===== src/rtl/base64_stream_codec_unit_macros.svh =====
// Assertion helpers for the one asserting file, base64_stream_codec_unit.sv.
`ifndef BASE64_STREAM_CODEC_UNIT_MACROS_SVH
`define BASE64_STREAM_CODEC_UNIT_MACROS_SVH

// Condition and consequence in the same cycle.
`define B64SC_ASSERT_SAME(lbl, cond, cons, msg) \
  lbl: assert property (@(posedge clk) disable iff (rst) (cond) |-> (cons)) \
    else $error(msg);

// Consequence in the cycle after the condition.
`define B64SC_ASSERT_NEXT(lbl, cond, cons, msg) \
  lbl: assert property (@(posedge clk) disable iff (rst) (cond) |=> (cons)) \
    else $error(msg);

`endif


===== src/rtl/b64sc_pkg.sv =====
`default_nettype none

package b64sc_pkg;

  localparam logic DIR_ENCODE = 1'b0;
  localparam logic DIR_DECODE = 1'b1;

  localparam logic [1:0] STATUS_OK      = 2'd0;
  localparam logic [1:0] STATUS_INVALID = 2'd1;
  localparam logic [1:0] STATUS_BAD_LEN = 2'd2;

  localparam logic [7:0] PAD_CHAR = 8'h3D;
  localparam logic [6:0] NO_INDEX = 7'd64;

  localparam int GROUP_W = 18;

  typedef struct packed {
    logic [3:0][7:0] data;
    logic [1:0]      last_idx;
    logic [1:0]      status;
  } job_t;

  function automatic logic [7:0] sextet_char(logic [5:0] v);
    logic [7:0] w;
    logic [7:0] r;
    w = {2'b00, v};
    if (v < 6'd26) begin
      r = 8'h41 + w;
    end else if (v < 6'd52) begin
      r = 8'h61 + w - 8'd26;
    end else if (v < 6'd62) begin
      r = 8'h30 + w - 8'd52;
    end else if (v == 6'd62) begin
      r = 8'h2B;
    end else begin
      r = 8'h2F;
    end
    return r;
  endfunction

  function automatic logic [6:0] char_index(logic [7:0] c);
    logic [7:0] r;
    r = {1'b0, NO_INDEX};
    if (c >= 8'h41 && c <= 8'h5A) begin
      r = c - 8'h41;
    end else if (c >= 8'h61 && c <= 8'h7A) begin
      r = c - 8'h61 + 8'd26;
    end else if (c >= 8'h30 && c <= 8'h39) begin
      r = c - 8'h30 + 8'd52;
    end else if (c == 8'h2B) begin
      r = 8'd62;
    end else if (c == 8'h2F) begin
      r = 8'd63;
    end
    return r[6:0];
  endfunction

endpackage

`default_nettype wire


===== src/rtl/b64sc_front.sv =====
`default_nettype none

module b64sc_front (
  input  wire logic             clk,
  input  wire logic             rst,
  input  wire logic             cfg_valid,
  input  wire logic             cfg_data,
  input  wire logic             accept,
  input  wire logic [7:0]       in_byte,
  input  wire logic             in_last,
  output logic                  push,
  output b64sc_pkg::job_t       job
);

  logic                             direction;
  logic [b64sc_pkg::GROUP_W-1:0]    group_bits;
  logic [1:0]                       group_count;
  logic                             pad_seen;
  logic                             error_seen;

  logic [b64sc_pkg::GROUP_W-1:0]    group_bits_next;
  logic [1:0]                       group_count_next;
  logic                             pad_seen_next;
  logic                             error_seen_next;
  logic                             emit;

  logic [23:0] enc_word;
  logic [23:0] enc_tail;
  logic [1:0]  enc_count;
  logic [6:0]  raw_idx;
  logic [5:0]  idx;
  logic [23:0] dec_word;
  logic        bad_len;

  always_comb begin
    group_bits_next  = group_bits;
    group_count_next = group_count;
    pad_seen_next    = pad_seen;
    error_seen_next  = error_seen;
    emit             = 1'b0;
    job.data         = '0;
    job.last_idx     = 2'd3;
    job.status       = b64sc_pkg::STATUS_OK;
    enc_word  = {group_bits[15:0], in_byte};
    enc_count = group_count + 2'd1;
    enc_tail  = (enc_count == 2'd2) ? {enc_word[15:0], 8'h00} : {enc_word[7:0], 16'h0000};
    raw_idx   = b64sc_pkg::char_index(in_byte);
    idx       = (raw_idx == b64sc_pkg::NO_INDEX) ? 6'd63 : raw_idx[5:0];
    dec_word  = {group_bits, idx};
    bad_len   = 1'b0;

    if (direction == b64sc_pkg::DIR_ENCODE) begin
      if (enc_count == 2'd3) begin
        emit             = 1'b1;
        job.data[0]      = b64sc_pkg::sextet_char(enc_word[23:18]);
        job.data[1]      = b64sc_pkg::sextet_char(enc_word[17:12]);
        job.data[2]      = b64sc_pkg::sextet_char(enc_word[11:6]);
        job.data[3]      = b64sc_pkg::sextet_char(enc_word[5:0]);
        group_bits_next  = '0;
        group_count_next = 2'd0;
      end else begin
        group_bits_next  = enc_word[b64sc_pkg::GROUP_W-1:0];
        group_count_next = enc_count;
        if (in_last) begin
          emit        = 1'b1;
          job.data[0] = b64sc_pkg::sextet_char(enc_tail[23:18]);
          job.data[1] = b64sc_pkg::sextet_char(enc_tail[17:12]);
          job.data[2] = (enc_count == 2'd2) ? b64sc_pkg::sextet_char(enc_tail[11:6])
                                            : b64sc_pkg::PAD_CHAR;
          job.data[3] = b64sc_pkg::PAD_CHAR;
        end
      end
    end else begin
      if (!pad_seen) begin
        if (in_byte == b64sc_pkg::PAD_CHAR && group_count >= 2'd2) begin
          pad_seen_next = 1'b1;
          emit          = 1'b1;
          if (group_count == 2'd2) begin
            job.data[0]  = group_bits[11:4];
            job.last_idx = 2'd0;
          end else begin
            job.data[0]  = group_bits[17:10];
            job.data[1]  = group_bits[9:2];
            job.last_idx = 2'd1;
          end
          job.status      = {1'b0, error_seen};
          group_bits_next = '0;
        end else begin
          if (raw_idx == b64sc_pkg::NO_INDEX) begin
            error_seen_next = 1'b1;
          end
          group_bits_next = dec_word[b64sc_pkg::GROUP_W-1:0];
          if (group_count == 2'd3) begin
            emit            = 1'b1;
            job.data[0]     = dec_word[23:16];
            job.data[1]     = dec_word[15:8];
            job.data[2]     = dec_word[7:0];
            job.last_idx    = 2'd2;
            job.status      = {1'b0, error_seen_next};
            group_bits_next = '0;
          end
        end
      end
      group_count_next = group_count + 2'd1;
      if (in_last) begin
        bad_len = (group_count_next != 2'd0);
        if (bad_len) begin
          job.status = b64sc_pkg::STATUS_BAD_LEN;
        end
        if (!emit && (bad_len || error_seen_next)) begin
          emit         = 1'b1;
          job.data     = '0;
          job.last_idx = 2'd0;
          job.status   = bad_len ? b64sc_pkg::STATUS_BAD_LEN : b64sc_pkg::STATUS_INVALID;
        end
      end
    end

    if (in_last) begin
      group_bits_next  = '0;
      group_count_next = 2'd0;
      pad_seen_next    = 1'b0;
      error_seen_next  = 1'b0;
    end
  end

  assign push = accept && emit;

  always_ff @(posedge clk) begin
    if (rst) begin
      direction   <= b64sc_pkg::DIR_ENCODE;
      group_bits  <= '0;
      group_count <= 2'd0;
      pad_seen    <= 1'b0;
      error_seen  <= 1'b0;
    end else if (cfg_valid) begin
      direction   <= cfg_data;
      group_bits  <= '0;
      group_count <= 2'd0;
      pad_seen    <= 1'b0;
      error_seen  <= 1'b0;
    end else if (accept) begin
      group_bits  <= group_bits_next;
      group_count <= group_count_next;
      pad_seen    <= pad_seen_next;
      error_seen  <= error_seen_next;
    end
  end

endmodule

`default_nettype wire


===== src/rtl/b64sc_queue.sv =====
`default_nettype none

module b64sc_queue #(
  parameter int DEPTH = 2
) (
  input  wire logic            clk,
  input  wire logic            rst,
  input  wire logic            push,
  input  wire b64sc_pkg::job_t push_job,
  input  wire logic            pop,
  output b64sc_pkg::job_t      head_job,
  output logic                 not_empty,
  output logic                 full
);

  localparam int PTR_W = (DEPTH > 1) ? $clog2(DEPTH) : 1;
  localparam int CNT_W = $clog2(DEPTH + 1);
  localparam logic [PTR_W-1:0] LAST_PTR = PTR_W'(DEPTH - 1);
  localparam logic [CNT_W-1:0] FULL_CNT = CNT_W'(DEPTH);

  b64sc_pkg::job_t     slots [DEPTH];
  logic [PTR_W-1:0]    wr_ptr;
  logic [PTR_W-1:0]    rd_ptr;
  logic [CNT_W-1:0]    level;

  assign not_empty = (level != '0);
  assign full      = (level == FULL_CNT);
  assign head_job  = slots[rd_ptr];

  always_ff @(posedge clk) begin
    if (push) begin
      slots[wr_ptr] <= push_job;
    end
  end

  always_ff @(posedge clk) begin
    if (rst) begin
      wr_ptr <= '0;
      rd_ptr <= '0;
      level  <= '0;
    end else begin
      if (push) begin
        wr_ptr <= (wr_ptr == LAST_PTR) ? '0 : wr_ptr + 1'b1;
      end
      if (pop) begin
        rd_ptr <= (rd_ptr == LAST_PTR) ? '0 : rd_ptr + 1'b1;
      end
      if (push && !pop) begin
        level <= level + 1'b1;
      end else if (pop && !push) begin
        level <= level - 1'b1;
      end
    end
  end

endmodule

`default_nettype wire


===== src/rtl/b64sc_back.sv =====
`default_nettype none

module b64sc_back (
  input  wire logic            clk,
  input  wire logic            rst,
  input  wire b64sc_pkg::job_t head_job,
  input  wire logic            head_valid,
  output logic                 pop,
  output logic                 out_valid,
  input  wire logic            out_ready,
  output logic [7:0]           out_byte,
  output logic                 out_last,
  output logic [1:0]           out_status
);

  b64sc_pkg::job_t job;
  logic            busy;
  logic [1:0]      idx;
  logic            done;

  assign out_valid  = busy;
  assign out_byte   = job.data[idx];
  assign out_last   = (idx == job.last_idx);
  assign out_status = job.status;
  assign done       = busy && out_ready && out_last;
  assign pop        = head_valid && (!busy || done);

  always_ff @(posedge clk) begin
    if (pop) begin
      job <= head_job;
    end
  end

  always_ff @(posedge clk) begin
    if (rst) begin
      busy <= 1'b0;
      idx  <= 2'd0;
    end else if (pop) begin
      busy <= 1'b1;
      idx  <= 2'd0;
    end else if (done) begin
      busy <= 1'b0;
      idx  <= 2'd0;
    end else if (busy && out_ready) begin
      idx <= idx + 2'd1;
    end
  end

endmodule

`default_nettype wire


===== src/rtl/base64_stream_codec_unit.sv =====
// Streaming Base64 codec. The direction register (cfg_data, written through
// cfg_valid, always ready) selects encoding of raw bytes or decoding of Base64
// characters, and each write also clears the stream state. An input item is
// taken whenever the result queue has room, and the back end sends one result
// item per cycle while out_tready is high, from the head of that queue.
// Encoding a full group turns three input items into four results, so a steady
// encode stream is limited by the single-result output port; a decode stream
// runs at one input item per cycle while the output is not stalled, the rate of
// the input port. The end of a stream is marked by in_tlast on its final item.
`default_nettype none
`include "base64_stream_codec_unit_macros.svh"

module base64_stream_codec_unit #(
  parameter int QUEUE_DEPTH = 2
) (
  input  wire logic        clk,
  input  wire logic        rst,
  input  wire logic        cfg_valid,
  output logic             cfg_ready,
  input  wire logic        cfg_data,
  input  wire logic        in_tvalid,
  output logic             in_tready,
  input  wire logic [7:0]  in_tdata,   // [7:0] in_byte
  input  wire logic        in_tlast,
  output logic             out_tvalid,
  input  wire logic        out_tready,
  output logic [7:0]       out_tdata,  // [7:0] out_byte
  output logic             out_tlast,
  output logic [1:0]       out_tuser   // [1:0] status
);

  b64sc_pkg::job_t push_job;
  b64sc_pkg::job_t head_job;
  logic            push;
  logic            pop;
  logic            q_valid;
  logic            q_full;
  logic            accept;

  assign cfg_ready = 1'b1;
  assign in_tready = !q_full;
  assign accept    = in_tvalid && in_tready;

  b64sc_front u_front (
    .clk       (clk),
    .rst       (rst),
    .cfg_valid (cfg_valid),
    .cfg_data  (cfg_data),
    .accept    (accept),
    .in_byte   (in_tdata),
    .in_last   (in_tlast),
    .push      (push),
    .job       (push_job)
  );

  b64sc_queue #(
    .DEPTH (QUEUE_DEPTH)
  ) u_queue (
    .clk       (clk),
    .rst       (rst),
    .push      (push),
    .push_job  (push_job),
    .pop       (pop),
    .head_job  (head_job),
    .not_empty (q_valid),
    .full      (q_full)
  );

  b64sc_back u_back (
    .clk        (clk),
    .rst        (rst),
    .head_job   (head_job),
    .head_valid (q_valid),
    .pop        (pop),
    .out_valid  (out_tvalid),
    .out_ready  (out_tready),
    .out_byte   (out_tdata),
    .out_last   (out_tlast),
    .out_status (out_tuser)
  );

  `B64SC_ASSERT_SAME(a_no_push_when_full, push, !q_full, "push into a full queue")
  `B64SC_ASSERT_NEXT(a_drain_idle, out_tvalid && out_tready && out_tlast && !q_valid,
                     !out_tvalid, "output still valid after its last result")
  `B64SC_ASSERT_NEXT(a_back_loads, q_valid && !out_tvalid, out_tvalid,
                     "queued item not taken by an idle back end")

endmodule

`default_nettype wire


===== config.mk =====
export PLATFORM = sky130hd
export DESIGN_NAME = base64_stream_codec_unit
export DESIGN_NICKNAME = d
export VERILOG_FILES = /design/src/rtl/b64sc_pkg.sv /design/src/rtl/b64sc_front.sv /design/src/rtl/b64sc_queue.sv /design/src/rtl/b64sc_back.sv /design/src/rtl/base64_stream_codec_unit.sv
export VERILOG_INCLUDE_DIRS = /design/src /design/src/rtl
export SDC_FILE = /design/constraint.sdc
export NUM_CORES = 1
export LEC_CHECK = 0
export ABC_AREA = 1
export BUFFER_PORTS_ARGS = -buffer_cell sky130_fd_sc_hd__buf_2
export CELL_PAD_IN_SITES_DETAIL_PLACEMENT = 1
export CELL_PAD_IN_SITES_GLOBAL_PLACEMENT = 1
export CORE_ASPECT_RATIO = 0.75
export CORE_MARGIN = 4
export CORE_UTILIZATION = 48
export CTS_CLUSTER_SIZE = 8
export DETAILED_ROUTE_END_ITERATION = 10
export GPL_TIMING_DRIVEN = 0
export PLACE_DENSITY_LB_ADDON = 0.1
export SLEW_MARGIN = 20
export SYNTH_ARGS = -nofsm -noshare
export SYNTH_HDL_FRONTEND = slang
export SYNTH_SLANG_ARGS = --single-unit

===== constraint.sdc =====
create_clock -name clk -period 5.24 [get_ports clk]
set_clock_uncertainty 0.1 [all_clocks]
set_input_delay 0.786 -clock clk [delete_from_list [all_inputs] [get_ports clk]]
set_output_delay 0.786 -clock clk [all_outputs]
set_load 0.05 [all_outputs]

# Word level (Yosys, flattened, before mapping)

Memory sizes are Yosys's and may differ from the RTL's. A register that Yosys moved wholly into a read port is not among the register bits.
Cells that the tools add are included.

Memory bits (writable): 72
Memories kept: 1
Output and inout bits: 14
Bits in registers: 30

Multiplexer cells: 91
Reductions and logical operators: 28
Eq/ne operators: 18
$lt $le $gt $ge: 29
Add/sub/neg operators: 46

Memories:

| name          | words | width | read ports | clocked after memory_dff | write ports | RTL line          | source |
|---|---|---|---|---|---|---|---|
| u_queue.slots | 2     | 36    | 1          | 1                        | 1           | b64sc_queue.sv:21 | `b64sc_pkg::job_t slots [DEPTH];` |

Operator list:

| operator                                                                            | number |
|---|---|
| 8-bit two-way mux                                                                   | 25 |
| 7-bit by 6-bit adder with 8-bit output, first input constant                        | 14 |
| 18-bit two-way mux                                                                  | 6 |
| 6-bit < comparator, second input constant                                           | 14 |
| 28-bit two-way mux                                                                  | 3 |
| 32-bit two-way mux                                                                  | 2 |
| 8-bit by 5-bit subtractor with 8-bit output, second input constant                  | 7 |
| 8-bit by 6-bit subtractor with 8-bit output, second input constant                  | 7 |
| 6-bit by 6-bit adder with 7-bit output, first input constant                        | 7 |
| 6-bit == test, second input constant                                                | 7 |
| 6-bit by 5-bit < comparator with 1-bit output, second input constant                | 7 |
| 36-bit two-way mux                                                                  | 1 |
| 7-bit two-way mux                                                                   | 5 |
| 30-bit two-way mux                                                                  | 1 |
| 1-bit two-way mux                                                                   | 28 |
| 8-bit by 6-bit == test with 1-bit output, second input constant                     | 3 |
| 24-bit two-way mux                                                                  | 1 |
| 3-bit two-way mux                                                                   | 7 |
| 20-bit two-way mux                                                                  | 1 |
| 8-bit binary-select mux with 2-bit select                                           | 1 |
| 8-bit by 7-bit greater-or-equal comparator with 1-bit output, second input constant | 2 |
| 8-bit by 7-bit less-or-equal comparator with 1-bit output, second input constant    | 2 |
| 2-bit two-way mux                                                                   | 7 |
| 7-bit subtractor, second input constant                                             | 2 |
| other kinds (24)                                                                    | 52 |

# Logic depth before layout (Yosys ltp)

Word-level depth: 24
Gate-level depth with buffers: 21
Depth with buffers taken out: 20

# Modules after synthesis

From an unflattened synthesis, not the netlist that was laid out.

Cells, all modules: 1086
Area total of the unflattened synthesis: 9426.5 um^2

Modules (own cells, without submodules):

| module                   | area an instance (um^2) | seq. area each (um^2) | cells an instance | instances |
|---|---|---|---|---|
| b64sc_front              | 4903.5                  | 460.4                 | 827               | 1 |
| b64sc_queue              | 2977.9                  | 2262.2                | 145               | 1 |
| b64sc_back               | 1520.2                  | 1141.1                | 109               | 1 |
| base64_stream_codec_unit | 25.0                    | 0.0                   | 5                 | 1 |

# Worst setup path before layout

OpenSTA, ideal clock, no wires.

Path type: input to register
Start point: input in_tdata[6]
End point: memory u_queue.slots[1][0] (netlist bit), enable pin
Arrival time: 3.801 ns
Path buffers: 1
Library setup time: 0.431 ns
Setup slack: 0.908 ns
Stages: 15
Cells stage by stage: buf_4 > inv_1 > ha_1 > nand2_1 > inv_2 > nand3_1 > a21oi_2 > inv_1 > nand2_1 > nand2_1 > nand2_1 > o21ai_0 > nand2_1 > nand2_1 > nor2_1

Cells in the longest elaborated chain, start to end: 22

Ends and longest elaborated chain:

| item                                                                                                 | RTL line                       | source |
|---|---|---|
| from (decl)                                                                                          | base64_stream_codec_unit.sv:23 | `input wire logic [7:0] in_tdata,` |
| parallel branches: the longest is 17 deep, another holds 7-bit by 6-bit subtractor with 7-bit output | -                              |  |
| 1-bit two-way mux (*)                                                                                | b64sc_front.sv:105             | `if (in_last) begin` |
| 1-bit two-way mux (*)                                                                                | b64sc_front.sv:52              | `if (direction == b64sc_pkg::DIR_ENCODE) begin` |
| 1-bit logical AND (*)                                                                                | b64sc_front.sv:127             | `assign push = accept && emit;` |
| 1-bit two-way mux (*)                                                                                | b64sc_queue.sv:31              | `if (push) begin` |
| 1-bit two-way mux (implied by the code) (*)                                                          | b64sc_queue.sv:32              | `slots[wr_ptr] <= push_job;` |
| to (decl)                                                                                            | b64sc_queue.sv:21              |  |

Mark *: on every way between the ends. The select of a mux whose other input is x is not followed.

# Worst setup path after layout

Start point: input in_tdata[6]
End point: memory u_queue.slots[0][11] (netlist bit), enable pin

Same word-level chain as after synthesis.

==> results.txt <==
vias in the first global route -> 9474
hold endpoint -> u_front.group_bits[16]
IO buf count -> 26
# diodes -> 0
Final Slew Violations -> 0
met3 wire len -> 2600 um
placer congestion estimate -> 0.914
path depth of the worst reg2reg path -> 15
Worst-Margin Slew -> 948 ps
Ys Warns -> 0
RSZ-0062 raised after global routing -> false
clock latency on the worst-skew pair -> 430 ps
met2 wire len -> 16100 um
IO Count -> 29
Critical Path End Type -> register
Post-Syn Area -> 9960 um^2
Max Fclk -> 244 MHz
Core Area -> 20300 um^2
dpl ws -> 750 ps
count of different cell masters after synthesis -> 55
dpl hpwl -> 25600 um
final setup fails -> 0
arrival time worst endpoint -> 4140 ps
fraction of layout cells with a size suffix above 1 -> 9.97%
slew margin rel. -> 36.8%
Req. time, crit path -> 5270 ps
Routed Antenna Nets -> 0
Yosys reg bits -> 138
maximum buffer depth of the clock tree -> 2
leading area contributor after synthesis -> edfxtp_1
Final nets -> 1410
Cells after Synth -> 1274
Die X -> 174 um
asr flop ratio synth -> 0%
area grow syn2layout -> 12.0%
Hold Buf Count CTS -> 0
crit start category -> primary input
Via Count -> 9590
Post-synth EDFFs -> 108
TritonCTS clock tree -> done
R2R Setup Slk -> 1140 ps
top post-synthesis cells by area -> edfxtp_1, nand2_1, ha_1, dfxtp_1, o21ai_0
CTS HTree Levels -> 4
Critical path origin -> in_tdata[6]
critical path type -> primary input to register
first-pass GRT wire length -> 54300 um
DR WL/cell -> 21.6 um
Final min period -> 4110 ps
status -> finished clean
worst setup margin -> 1130 ps
Seq/Total Area, Yosys -> 38.6%
CTS Sinks -> 138
DRT iter0 DRCs -> 1102
Max Cap Viol -> 0
drt drc -> 0
Hold Crit Class -> register to register
top cell type's share of synthesized area -> 32.6%
Hold Crit Start -> u_front.group_bits[16]
Clock Pin Slew Worst Setup and Hold Paths -> 60 ps
worst-path fanout max -> 22
Post-CTS Setup Bufs -> 0
Die Y -> 133 um
Fin Hold WS -> 399 ps
reg-to-reg critical path endpoint -> u_queue.slots[0][14]
drt pass-1 iters -> 5
Post-Route M1 WL -> 15600 um
CTS resizes -> 0
Power Dens Cells -> 373 nW/um^2
final hold violation count -> 0
final worst-path cycle share -> 78.4%
total CTS buffers -> 17
area of the die -> 23100 um^2
Post-Synthesis Net Count -> 1363
most frequent cell after synthesis -> nand2_1
r2r startpoint -> u_front.group_count[1]
hold depth -> 2
ys flop type -> edfxtp_1
Total Routing Usage GR -> 30.1%
Starting Density -> 49.0%
Top Metal Used -> met4
Root Driver -> clkbuf_16
synthesized area per cell -> 7.82 um^2
vias per inst -> 5.93
initial antenna violation count -> 0
fill count -> 2525
row count -> 45
Commonest cells post-synth -> nand2_1, inv_1, edfxtp_1, o21ai_0, a21oi_1
DRT Wirelength -> 34800 um
GR Overflow Total -> 0
Leakage Power -> 4.48 nW
Worst VDD drop -> 0.268 mV
pin count of the biggest net entering global routing -> 39
where the power goes:
group / internal (mW) / switching, mW
combinational: 0.300 / 0.946
clock: 0.845 / 0.480
sequential: 1.49 / 0.100
area by class of cell:
cell class | count | area, um^2 | share of cell area [%]
buffer | 51 | 254 | 2.28
timing repair buffer | 28 | 185 | 1.66
tap | 282 | 353 | 3.16
clock inverter | 15 | 221 | 1.98
multi-input combinational | 953 | 5370 | 48.2
clock buffer | 17 | 425 | 3.81
sequential | 138 | 3840 | 34.4
inverter | 132 | 504 | 4.52
layout by cell type (no fill, tap or decap), types with 17 or more instances in the layout:
cell / n
dfxtp_1: 30
o211ai_1: 22
nand2_1: 334
clkbuf_16: 17
buf_2: 31
nand3_1: 55
o21ai_0: 98
a21oi_1: 92
clkbuf_1: 27
nor2_1: 81
edfxtp_1: 108
ha_1: 74
xor2_1: 27
inv_1: 117
critical path: stages:
cell,delay (ps)
buf_2,120
buf_4,190
inv_1,240
ha_1,270
nand2_1,110
inv_2,80
nand3_1,200
a21oi_2,300
inv_1,90
nand2_1,200
nand2_1,170
nand2_1,80
o21ai_0,100
nand2_1,70
nand2_1,190
nor2_4,660
buf_16,230
sequential cells by signal (all words and copies together), names as in the netlist:
register and flops:
u_front.error_seen 1, u_front.group_count 2, u_front.group_bits 18, u_queue.rd_ptr 1, u_back.out_status 2, u_back.job 34, u_front.pad_seen 1, u_front.direction 1
u_back.idx 2, u_back.out_valid 1, u_queue.slots 72, u_queue.wr_ptr 1, u_queue.level 2
routing by layer:
layer	up-vias	GRT usage, %
met3	47	5.28
met4	0	6.02
li1	4468	-
met2	374	48.9
met5	-	0
met1	4701	42.6
worst max path at each step:
stage,endpoint,slack [ps],cells past startpoint
3_3_place_gp,u_queue.slots[1][11],-750,16
4_1_cts,u_queue.slots[0][14],1160,17
6_report,u_queue.slots[0][11],1130,17
2_1_floorplan,u_queue.slots[1][0],910,15
3_5_place_dp,u_queue.slots[0][11],750,17
5_1_grt,u_queue.slots[0][14],830,15
cell families (layout without fill, tap and decap cells):
kind of cell | after synthesis | count (layout) | synth area share, %
DFF | 138 | 138 | 38.6
and+or+nand+nor | 537 | 537 | 23.1
xor gates and xnor gates | 32 | 32 | 2.81
buffers and inverters | 183 | 243 | 7.61
adders and majority gates | 74 | 74 | 9.30
AOI/OAI and AO/OA | 309 | 309 | 18.5
other | 1 | 1 | 0.0376
through the flow:
stage / instances / TNS, ps / utilization [%] / total power [mW] / cell area (um^2)
floorplan: 1274 / 0 / - / 2.39 / 9960
global placement: 1582 / -53010 / 51.4 / 2.74 / 10400
detailed placement: 1584 / 0 / 51.7 / 2.82 / 10500
CTS: 1616 / 0 / 54.9 / 4.16 / 11200
global route: 1616 / 0 / 54.9 / 4.35 / 11200
finish: 1616 / 0 / 54.9 / 4.16 / 11200
No activity file was read; power rests on OpenSTA's default activity.
